[config.mk]
export PLATFORM = sky130hd
export DESIGN_NAME = fixed_block_free_list_allocator
export DESIGN_NICKNAME = d
export VERILOG_FILES = /design/src/hdl/fbfla_pkg.sv /design/src/hdl/fbfla_ctrl.sv /design/src/hdl/fbfla_dp.sv /design/src/hdl/fixed_block_free_list_allocator.sv
export SDC_FILE = /design/constraint.sdc
export NUM_CORES = 2
export LEC_CHECK = 0
export BUFFER_PORTS_ARGS = -buffer_cell sky130_fd_sc_hd__buf_2
export CORE_ASPECT_RATIO = 1.2
export CORE_UTILIZATION = 53
export CTS_CLUSTER_SIZE = 28
export DETAILED_ROUTE_END_ITERATION = 8
export HOLD_SLACK_MARGIN = 0.06
export PLACE_DENSITY = 0.69
export SETUP_SLACK_MARGIN = 0.02
export SLEW_MARGIN = 20
export SYNTH_ARGS = -nofsm -noshare
export SYNTH_HDL_FRONTEND = slang
export SYNTH_HIERARCHICAL = 1
export SYNTH_SLANG_ARGS = --single-unit
[constraint.sdc]
create_clock -name clock -period 24 [get_ports clock]
set_clock_uncertainty 0.05 [all_clocks]
set_input_delay 4.8 -clock clock [delete_from_list [all_inputs] [get_ports clock]]
set_output_delay 4.8 -clock clock [all_outputs]
set_load 0.005 [all_outputs]
[src/hdl/fbfla_pkg.sv]
// ---------------------------------------------------------------------------
// fbfla_pkg
// Types and constants shared by the fixed block free list allocator.
// ---------------------------------------------------------------------------
package fbfla_pkg;

   localparam int POOL_BLOCKS  = 256;
   localparam int CHUNK_BLOCKS = 5;
   localparam int IDX_W        = $clog2(POOL_BLOCKS);
   localparam int CNT_W        = IDX_W + 1;
   localparam int ADDR_W       = 32;
   localparam int BSIZE_W      = 13;
   localparam int PROD_W       = IDX_W + BSIZE_W;

   localparam logic [CNT_W-1:0] POOL_COUNT  = CNT_W'(POOL_BLOCKS);
   localparam logic [CNT_W-1:0] CHUNK_COUNT = CNT_W'(CHUNK_BLOCKS);

   localparam logic       ACT_ALLOC = 1'b0;
   localparam logic       ACT_FREE  = 1'b1;

   localparam logic [1:0] ST_OK  = 2'd0;
   localparam logic [1:0] ST_OOM = 2'd1;
   localparam logic [1:0] ST_BAD = 2'd2;

   localparam logic       CSR_BASE_ADDRESS = 1'b0;
   localparam logic       CSR_BLOCK_SIZE   = 1'b1;

   typedef struct packed {
      logic             action;
      logic [IDX_W-1:0] block_index;
   } req_type;

   typedef struct packed {
      logic [IDX_W-1:0]  granted_index;
      logic [ADDR_W-1:0] granted_address;
      logic [1:0]        status;
   } rsp_type;

   typedef struct packed {
      logic             last;
      logic [IDX_W-1:0] next;
   } link_type;

   typedef struct packed {
      logic load_req;
      logic exec;
      logic fill;
   } cmd_type;

   typedef struct packed {
      logic out_free;
      logic fill_todo;
   } stat_type;

endpackage

[src/hdl/fbfla_ctrl.sv]
// ---------------------------------------------------------------------------
// fbfla_ctrl
// Two-state controller: takes a request, links a fresh chunk when one is
// carved, then commits once the result register can accept the outcome.
// ---------------------------------------------------------------------------
module fbfla_ctrl (
   input  logic               clock,
   input  logic               reset,
   input  logic               req_valid,
   output logic               req_stall,
   input  fbfla_pkg::stat_type stat,
   output fbfla_pkg::cmd_type  cmd
);
   import fbfla_pkg::*;

   typedef enum logic [1:0] {
      S_IDLE = 2'b01,
      S_EXEC = 2'b10
   } state_type;

   state_type state_ff;
   state_type state_in;

   always_comb begin
      state_in     = state_ff;
      cmd.load_req = 1'b0;
      cmd.exec     = 1'b0;
      cmd.fill     = 1'b0;
      req_stall    = 1'b1;
      case (state_ff)
         S_IDLE: begin
            req_stall = 1'b0;
            if (req_valid) begin
               cmd.load_req = 1'b1;
               state_in     = S_EXEC;
            end
         end
         S_EXEC: begin
            // link the blocks of a fresh chunk one per cycle first
            if (stat.fill_todo) begin
               cmd.fill = 1'b1;
            // hold the transaction while the previous result is still stalled
            end else if (stat.out_free) begin
               cmd.exec = 1'b1;
               state_in = S_IDLE;
            end
         end
         default: begin
            state_in = S_IDLE;
         end
      endcase
   end

   always_ff @(posedge clock) begin
      if (reset) begin
         state_ff <= S_IDLE;
      end else begin
         state_ff <= state_in;
      end
   end

   a_exec_after_load: assert property (@(posedge clock) disable iff (reset)
      cmd.load_req |=> !cmd.load_req)
      else $error("request taken in two consecutive cycles");

   a_exec_needs_room: assert property (@(posedge clock) disable iff (reset)
      cmd.exec |-> stat.out_free)
      else $error("commit while result register is busy");

   a_no_overlap: assert property (@(posedge clock) disable iff (reset)
      !(cmd.exec && cmd.load_req))
      else $error("commit and request load in the same cycle");

   a_fill_not_exec: assert property (@(posedge clock) disable iff (reset)
      !(cmd.fill && cmd.exec))
      else $error("link fill and commit in the same cycle");

endmodule

[src/hdl/fbfla_dp.sv]
// ---------------------------------------------------------------------------
// fbfla_dp
// Datapath: config registers, free list head, carve counters, link memory
// and the result register.
// ---------------------------------------------------------------------------
module fbfla_dp (
   input  logic                clock,
   input  logic                reset,
   input  logic                csr_write_enable,
   input  logic                csr_index,
   input  logic [31:0]         csr_write_data,
   input  fbfla_pkg::req_type  req_data,
   output logic                rsp_valid,
   input  logic                rsp_stall,
   output fbfla_pkg::rsp_type  rsp_data,
   input  fbfla_pkg::cmd_type  cmd,
   output fbfla_pkg::stat_type stat
);
   import fbfla_pkg::*;

   logic [ADDR_W-1:0]  base_ff;
   logic [BSIZE_W-1:0] bsize_ff;
   req_type            req_ff;
   logic [IDX_W-1:0]   head_ff, head_in;
   logic               head_valid_ff, head_valid_in;
   logic [CNT_W-1:0]   carved_ff, carved_in;
   logic [CNT_W-1:0]   fill_ff, fill_in;
   link_type           link_rd_ff;
   link_type           link_mem [POOL_BLOCKS];
   logic               rsp_valid_ff, rsp_valid_in;
   rsp_type            rsp_ff, rsp_in;
   logic               link_we;
   link_type           link_wdata;
   logic [IDX_W-1:0]   fill_addr;
   link_type           fill_wdata;
   logic               carve;
   logic               fill_todo;
   logic [IDX_W-1:0]   grant;
   logic [1:0]         status;
   logic [CNT_W-1:0]   remain;
   logic [CNT_W-1:0]   chunk;
   logic [PROD_W-1:0]  offset;

   assign fill_todo = carve && (fill_ff < chunk);
   assign stat      = '{out_free: !rsp_valid_ff || !rsp_stall, fill_todo: fill_todo};

   // config registers
   always_ff @(posedge clock) begin
      if (reset) begin
         base_ff  <= '0;
         bsize_ff <= BSIZE_W'(8);
      end else if (csr_write_enable) begin
         case (csr_index)
            CSR_BASE_ADDRESS: base_ff  <= csr_write_data;
            CSR_BLOCK_SIZE:   bsize_ff <= csr_write_data[BSIZE_W-1:0];
            default:          base_ff  <= base_ff;
         endcase
      end
   end

   always_ff @(posedge clock) begin
      if (cmd.load_req) begin
         req_ff <= req_data;
      end
   end

   // free, pop or carve: on a carve the first block of the chunk is granted,
   // the rest are linked in ascending order before the commit
   always_comb begin
      head_in       = head_ff;
      head_valid_in = head_valid_ff;
      carved_in     = carved_ff;
      link_we       = 1'b0;
      link_wdata    = '{last: !head_valid_ff, next: head_ff};
      carve         = 1'b0;
      grant         = '0;
      status        = ST_OK;
      remain        = POOL_COUNT - carved_ff;
      chunk         = (remain < CHUNK_COUNT) ? remain : CHUNK_COUNT;
      fill_addr     = carved_ff[IDX_W-1:0] + fill_ff[IDX_W-1:0];
      fill_wdata    = '{last: (fill_ff == chunk - CNT_W'(1)),
                        next: fill_addr + IDX_W'(1)};
      if (req_ff.action == ACT_FREE) begin
         if ({1'b0, req_ff.block_index} >= carved_ff) begin
            status = ST_BAD;
         end else begin
            link_we       = 1'b1;
            head_in       = req_ff.block_index;
            head_valid_in = 1'b1;
         end
      end else if (head_valid_ff) begin
         grant         = head_ff;
         head_valid_in = !link_rd_ff.last;
         head_in       = link_rd_ff.next;
      end else if (carved_ff == POOL_COUNT) begin
         status = ST_OOM;
      end else begin
         carve         = 1'b1;
         grant         = carved_ff[IDX_W-1:0];
         head_in       = carved_ff[IDX_W-1:0] + IDX_W'(1);
         head_valid_in = (chunk > CNT_W'(1));
         carved_in     = carved_ff + chunk;
      end
      offset = PROD_W'(grant) * PROD_W'(bsize_ff);
      rsp_in.granted_index   = grant;
      rsp_in.granted_address = (req_ff.action == ACT_ALLOC && status == ST_OK)
                               ? base_ff + ADDR_W'(offset) : '0;
      rsp_in.status          = status;
   end

   always_comb begin
      fill_in = fill_ff;
      if (cmd.exec) begin
         fill_in = CNT_W'(1);
      end else if (cmd.fill) begin
         fill_in = fill_ff + CNT_W'(1);
      end
   end

   always_ff @(posedge clock) begin
      if (reset) begin
         head_ff       <= '0;
         head_valid_ff <= 1'b0;
         carved_ff     <= '0;
      end else if (cmd.exec) begin
         head_ff       <= head_in;
         head_valid_ff <= head_valid_in;
         carved_ff     <= carved_in;
      end
   end

   always_ff @(posedge clock) begin
      if (reset) begin
         fill_ff <= CNT_W'(1);
      end else begin
         fill_ff <= fill_in;
      end
   end

   // link memory, read data registered
   always_ff @(posedge clock) begin
      if (cmd.fill) begin
         link_mem[fill_addr] <= fill_wdata;
      end else if (cmd.exec && link_we) begin
         link_mem[req_ff.block_index] <= link_wdata;
      end
   end

   always_ff @(posedge clock) begin
      link_rd_ff <= link_mem[head_ff];
   end

   // result register
   always_comb begin
      rsp_valid_in = rsp_valid_ff;
      if (cmd.exec) begin
         rsp_valid_in = 1'b1;
      end else if (!rsp_stall) begin
         rsp_valid_in = 1'b0;
      end
   end

   always_ff @(posedge clock) begin
      if (reset) begin
         rsp_valid_ff <= 1'b0;
      end else begin
         rsp_valid_ff <= rsp_valid_in;
      end
   end

   always_ff @(posedge clock) begin
      if (cmd.exec) begin
         rsp_ff <= rsp_in;
      end
   end

   assign rsp_valid = rsp_valid_ff;
   assign rsp_data  = rsp_ff;

   a_carve_bound: assert property (@(posedge clock) disable iff (reset)
      carved_ff <= POOL_COUNT)
      else $error("carve count past the pool");

   a_head_carved: assert property (@(posedge clock) disable iff (reset)
      head_valid_ff |-> ({1'b0, head_ff} < carved_ff))
      else $error("list head names an uncarved block");

   a_fill_on_carve: assert property (@(posedge clock) disable iff (reset)
      cmd.fill |-> carve)
      else $error("link fill outside a carve");

   a_stall_holds: assert property (@(posedge clock) disable iff (reset)
      (rsp_valid_ff && rsp_stall) |=> rsp_valid_ff && $stable(rsp_ff))
      else $error("stalled result changed");

endmodule

[src/hdl/fixed_block_free_list_allocator.sv]
// ---------------------------------------------------------------------------
// fixed_block_free_list_allocator
// Fixed-size block pool with a LIFO free list kept in an internal memory.
// ---------------------------------------------------------------------------
// usage:
//   req_* channel carries one transaction: allocate (pop the list head,
//   carving the next chunk of blocks when the list is empty) or free (push
//   the given block). rsp_* returns one result per request: index, byte
//   address and status (ok, out_of_memory, bad_index).
//   csr_* writes base_address (index 0) or block_size (index 1); write only
//   while no transaction is in flight.
//   a taken request is registered; its result is written to the result
//   register when it commits. a new request is taken only after the last
//   one commits; the link memory read at the list head is registered.
//   an allocate that carves a chunk first links the new blocks after the
//   granted one, one per cycle, before it commits.
//   reset empties the list, clears the carve count and restores base 0,
//   block size 8; the link memory is not cleared.
//   a stalled result holds; one further request may be taken and waits
//   until the result register is free.
// ---------------------------------------------------------------------------
module fixed_block_free_list_allocator (
   input  logic               clock,
   input  logic               reset,
   input  logic               csr_write_enable,
   input  logic               csr_index,
   input  logic [31:0]        csr_write_data,
   input  logic               req_valid,
   output logic               req_stall,
   input  fbfla_pkg::req_type req_data,
   output logic               rsp_valid,
   input  logic               rsp_stall,
   output fbfla_pkg::rsp_type rsp_data
);
   import fbfla_pkg::*;

   cmd_type  cmd;
   stat_type stat;

   fbfla_ctrl u_ctrl (
      .clock     (clock),
      .reset     (reset),
      .req_valid (req_valid),
      .req_stall (req_stall),
      .stat      (stat),
      .cmd       (cmd)
   );

   fbfla_dp u_dp (
      .clock            (clock),
      .reset            (reset),
      .csr_write_enable (csr_write_enable),
      .csr_index        (csr_index),
      .csr_write_data   (csr_write_data),
      .req_data         (req_data),
      .rsp_valid        (rsp_valid),
      .rsp_stall        (rsp_stall),
      .rsp_data         (rsp_data),
      .cmd              (cmd),
      .stat             (stat)
   );

endmodule
Word-level counts from Yosys, hierarchy flattened:

Memories as Yosys holds them, arrays and structs flattened. A register that Yosys moved wholly into a read port is not among the register bits.
Cells that the tools add are included.

* logic and storage cells: 100
* memory bits (writable): 2304
* input port bits: 47
* latch bits: 0
* memories: 1
* output and inout bits: 44
* bits in read-only memories: 0
* flip-flop bits (word level): 126

Memories
* u_dp.link_mem: words 256, width 9, rd ports 1, clocked after memory_dff 1, wr ports 1, RTL line fbfla_dp.sv:29 `link_type link_mem [POOL_BLOCKS];`

* $mul: 1
* shift-type cells: 0
* mux-type cells: 42
* reduce and logical (&&, ||, !) cells: 17
* eq/ne operators: 10
* bitwise logic cells: 4
* divide/modulo/power cells: 0
* add/subtract/negate cells: 8
* magnitude comparators: 4

Operators by type and width (count)
* 2-to-1 mux 8 bit: 8
* adder 32 x 21 -> 32 bit: 1
* 2-to-1 mux 1 bit: 24
* multiplier 8 x 13 -> 21 bit: 1
* 2-to-1 mux 9 bit: 2
* adder 8 x 1 -> 8 bit, second input constant: 2
* 2-to-1 mux 2 bit: 7
* adder 9 x 1 -> 9 bit, second input constant: 1
* adder 9 bit: 1
* == test 9 bit: 1
* == test 9 bit, second input constant: 1
* >= comparator 8 x 9 -> 1 bit: 1
* > comparator 9 x 1 -> 1 bit, second input constant: 1
* < comparator 9 x 3 -> 1 bit, second input constant: 1
* < comparator 9 bit: 1
* OR reduction 9 bit: 1
* subtractor 9 x 1 -> 9 bit, second input constant: 1
* subtractor 9 bit, first input constant: 1
* adder 8 bit: 1
* inequality test 2 bit, second input constant: 4
* AND reduction 2 bit: 3
* AND reduction 3 bit: 2
* logical NOT 1 bit: 4
* NOT 1 bit: 4
* other kinds (10): 12

Longest topological paths before layout:

* depth after elaboration: 13
* mapped depth: 30

Hierarchy:

The synthesis kept the hierarchy.

By module, submodules not included
* fbfla_dp: sequential area each 72359.4 um^2, instances 1, cells an instance 4878, area an instance 99746.9 um^2
* fbfla_ctrl: sequential area each 40.0 um^2, instances 1, cells an instance 11, area an instance 100.1 um^2

Least setup slack after synthesis:

OpenSTA, ideal clock, no wires.

* kind: input -> register
* start point: in rsp_stall
* end point: mem u_dp/link_mem[0][5] (netlist bit), data pin
* cell stages on the path: 9
* setup time: 2.187 ns
* buffers on the path: 2
* arrival: 16.390 ns
* path slack: 5.373 ns
* cells stage by stage: nand2_1 -> nand2b_1 -> nor3b_1 -> nand2_1 -> or2_2 -> clkbuf_1 -> nor2_1 -> clkbuf_1 -> o21ai_0

RTL lines
* start: declaration: RTL line fixed_block_free_list_allocator.sv:32 `input logic rsp_stall,`
* end: declaration: RTL line fbfla_dp.sv:29

==> metrics.cfg <==
[final_layout]
fin_nets = 5255
final_cell_mix = edfxtp_1 (2355), mux4_2 (756), clkbuf_16 (218)
final_common_cell = edfxtp_1
drive_gt1_share_pct = 30.3
fillers = 13000
area_growth_syn_to_layout_pct = 12.2

[placed_design]
gp_congestion = 0.866
dpl.hpwl_mm = 146
portBuffers = 90

[synth]
synth_top_family_by_area = multiplexers
synth_compound_area_share_pct = 1.57
ys_seq_area_share_pct = 72.5
synth_simple_gate_area_share_pct = 3.78
synthMuxAreaShare_pct = 17.2
synth_seq_cells = 2439
yosys_warnings = 6
syn_area_per_cell_um2 = 20.4
syn_area_um2 = 99800
synth_edf_count = 2355
synth.distinct_cells = 67
ys.flop_type = edfxtp_1
synthArstFlopShare_pct = 0
synthAdderAreaFrac_pct = 2.73
yosys.area_share.xor_xnor_pct = 0.421
synthCells = 4889

[critical_path]
end_kind = register
crit_type = reg2reg
worstPathArrival_ns = 9.77
required_ns = 24.43
startpoint_type = register
cp_max_fo = 150

[pwr]
clockPowerShare_pct = 42.7
p_seq_share_pct = 55.9
p_int_w = 0.00668
switching_share_pct = 19.4
p_leak_nw = 34.3
p_sw_w = 0.00161
power.combinational.fraction_pct = 1.4
ir_drop_mv = 0.0750
power_w = 0.00829
power_density_nw_per_um2 = 74.0

[clock_tree]
post_cts_resized = 0
cts.sinks = 2439
cts_tree = built
cts-root-buf = clkbuf_16
clockBufferDepth = 3
path_clk_slew_ns = 0.06
h-tree-depth = 4
cts_setup_buffers = 0
worstSkewPairLatency_ns = 0.85
postCtsHoldBufs = 0
numCtsBuffers = 214

[floorplanning]
die_w_um = 398
coreArea_um2 = 187000
start_util_pct = 53.3
fp-row-count = 174
die_area_um2 = 190000
io_pins = 91
die_y_um = 477

[route]
dr.first_iter.drc_count = 5677
dr.pass1.iters = 6
routed_via_density = 6.38
avgRoutedWirePerCell_um = 30.9
totalWireLength_mm = 237
vias = 49100
antenna_left = 0
drc = 0

[run_status]
status = finished, final reports clean

[timing]
rsz0062_at_grt = no
finalSetupViolations = 0
totalNegativeSetupSlack_ns = 0
max_freq_mhz = 107
slew_violations = 0
worst_pin_slew_ns = 1.16
holdWs_ns = 0.406
period_share_pct = 38.9
period_needed_ns = 9.34
slew_headroom_pct = 22.3
hold_viol_final = 0

[hold_path]
hold_path.class = reg2reg

[grt]
grt_pass1_vias = 49800
antenna_found_initial = 8
grt_overflow = 0
grt_start_max_net_pins = 181
grt_pass1_wl_mm = 349
track_usage_pct = 25.4

[flow_run]
drv_cap = 0

-- worst paths after layout --
check | start | endpoint | slack, ns | cells after the start
max | u_dp/carved_ff[0] | u_dp/link_mem[200][0] | 14.66 | 25
min | u_dp/base_ff[12] | u_dp/base_ff[12] | 0.41 | 2
max reg2reg | u_dp/carved_ff[0] | u_dp/link_mem[200][0] | 14.66 | 25
min reg2reg | u_dp/base_ff[12] | u_dp/base_ff[12] | 0.41 | 2
-- sequential cells by signal, indices dropped and copies added (netlist names) --
name,flops
u_dp/head_valid_ff,1
u_dp/fill_ff,9
u_dp/bsize_ff,13
u_dp/rsp_valid,1
u_dp/base_ff,32
u_ctrl/state_ff,2
u_dp/link_rd_ff,9
u_dp/req_ff,9
u_dp/head_ff,8
u_dp/link_mem,2304
u_dp/carved_ff,9
u_dp/rsp_data,42
-- stage by stage --
| step | utilization, % | std cells | setup slack, ns | cell area (µm²) |
|---|---|---|---|---|
| floorplan | - | 4895 | 5.37 | 99900 |
| detailed placement | 55.5 | 7289 | 14.40 | 104000 |
| global placement | 55.3 | 7285 | 14.42 | 104000 |
| CTS | 59.4 | 7685 | 14.67 | 111000 |
| global route | 59.8 | 7691 | 14.12 | 112000 |
| finish | 59.8 | 7691 | 14.66 | 112000 |
-- layout make-up --
| class | count | area (µm²) | share of cell area, % |
|---|---|---|---|
| multi-input cells | 2001 | 27100 | 24.2 |
| diodes | 5 | 12.5 | 0.0112 |
| flip-flops and latches | 2439 | 72400 | 64.6 |
| clock buffers | 255 | 5610 | 5.01 |
| inverters | 158 | 593 | 0.529 |
| repair buffers | 228 | 1580 | 1.41 |
| well taps | 2464 | 3080 | 2.75 |
| clock inverters | 141 | 1640 | 1.46 |
-- routing by layer --
layer	GRT usage (%)	vias to the layer above	wire [µm]
met3	4.06	355	18300
li1	-	20300	-
met2	42.1	2311	121000
met4	8.72	6	7890
met1	34.5	26100	90400
met5	0	-	39
-- critical path: stages (launching register included) --
cell and delay [ns]:
dfxtp_1 0.48, inv_1 0.22, ha_1 0.46, or4b_2 0.67, nor4_1 0.22, ha_1 0.30
or4_4 0.48, o22ai_2 0.19, and2_1 0.23, nand2_1 0.12, ha_1 0.29, nor2b_1 0.13
o21a_1 0.16, o21a_1 0.16, o21a_1 0.16, o21a_1 0.16, o21ai_0 0.16, nand2b_1 0.08
a31oi_1 0.20, and3b_1 0.66, or2_2 0.38, or2_2 0.54, nor2_1 0.15, a21oi_4 0.63
buf_12 0.61, buf_4 0.87
-- power by group through the flow --
stage / clock [W] / sequential, W / combinational (W)
final: 0.00354 / 0.00463 / 0.000115
after CTS: 0.00359 / 0.00463 / 0.000115
after floorplan: 0 / 0.00473 / 0.0000688
after global placement: 0 / 0.00472 / 0.000112
after detailed placement: 0 / 0.00472 / 0.000114
after global routing: 0.00374 / 0.00463 / 0.000123
-- cell usage after synthesis, types with 3 or more instances --
cell	count	area share [%]
o21a_1	7	0.053
nand4_1	12	0.075
nor2_1	71	0.27
mux4_2	756	17
a32oi_1	6	0.053
dfxtp_1	84	1.7
o31a_1	4	0.035
nor2b_1	13	0.081
xor2_1	22	0.19
a22oi_1	28	0.21
fa_1	86	1.7
and3_1	12	0.075
or2_2	6	0.038
xnor2_1	26	0.23
buf_2	34	0.17
o21ai_0	34	0.17
or3_1	6	0.038
inv_1	158	0.59
a21oi_1	98	0.49
o21bai_1	3	0.023
o211ai_1	3	0.023
a21o_1	16	0.12
clkbuf_1	219	0.82
nand2b_1	10	0.063
edfxtp_1	2355	71
nor3_1	284	1.4
nand2_1	203	0.76
nand3b_1	7	0.053
nand3_1	18	0.090
a211oi_1	10	0.075
nor3b_1	10	0.075
ha_1	80	1.0
or4_1	3	0.023
a211o_1	5	0.044
and2_1	85	0.53
nor4_1	4	0.025
nor4b_1	8	0.070
buf_1	42	0.16
mux2i_1	15	0.15
a31oi_1	13	0.081
-- kinds of logic after synthesis --
logic type / after synthesis
AOI/OAI and AO/OA: 246
xor gates and xnor gates: 48
adders and majority gates: 166
buffers and inverters: 455
DFF: 2439
muxes: 772
other: 2
and+or+nand+nor: 761
(Power assumes the default switching activity.)
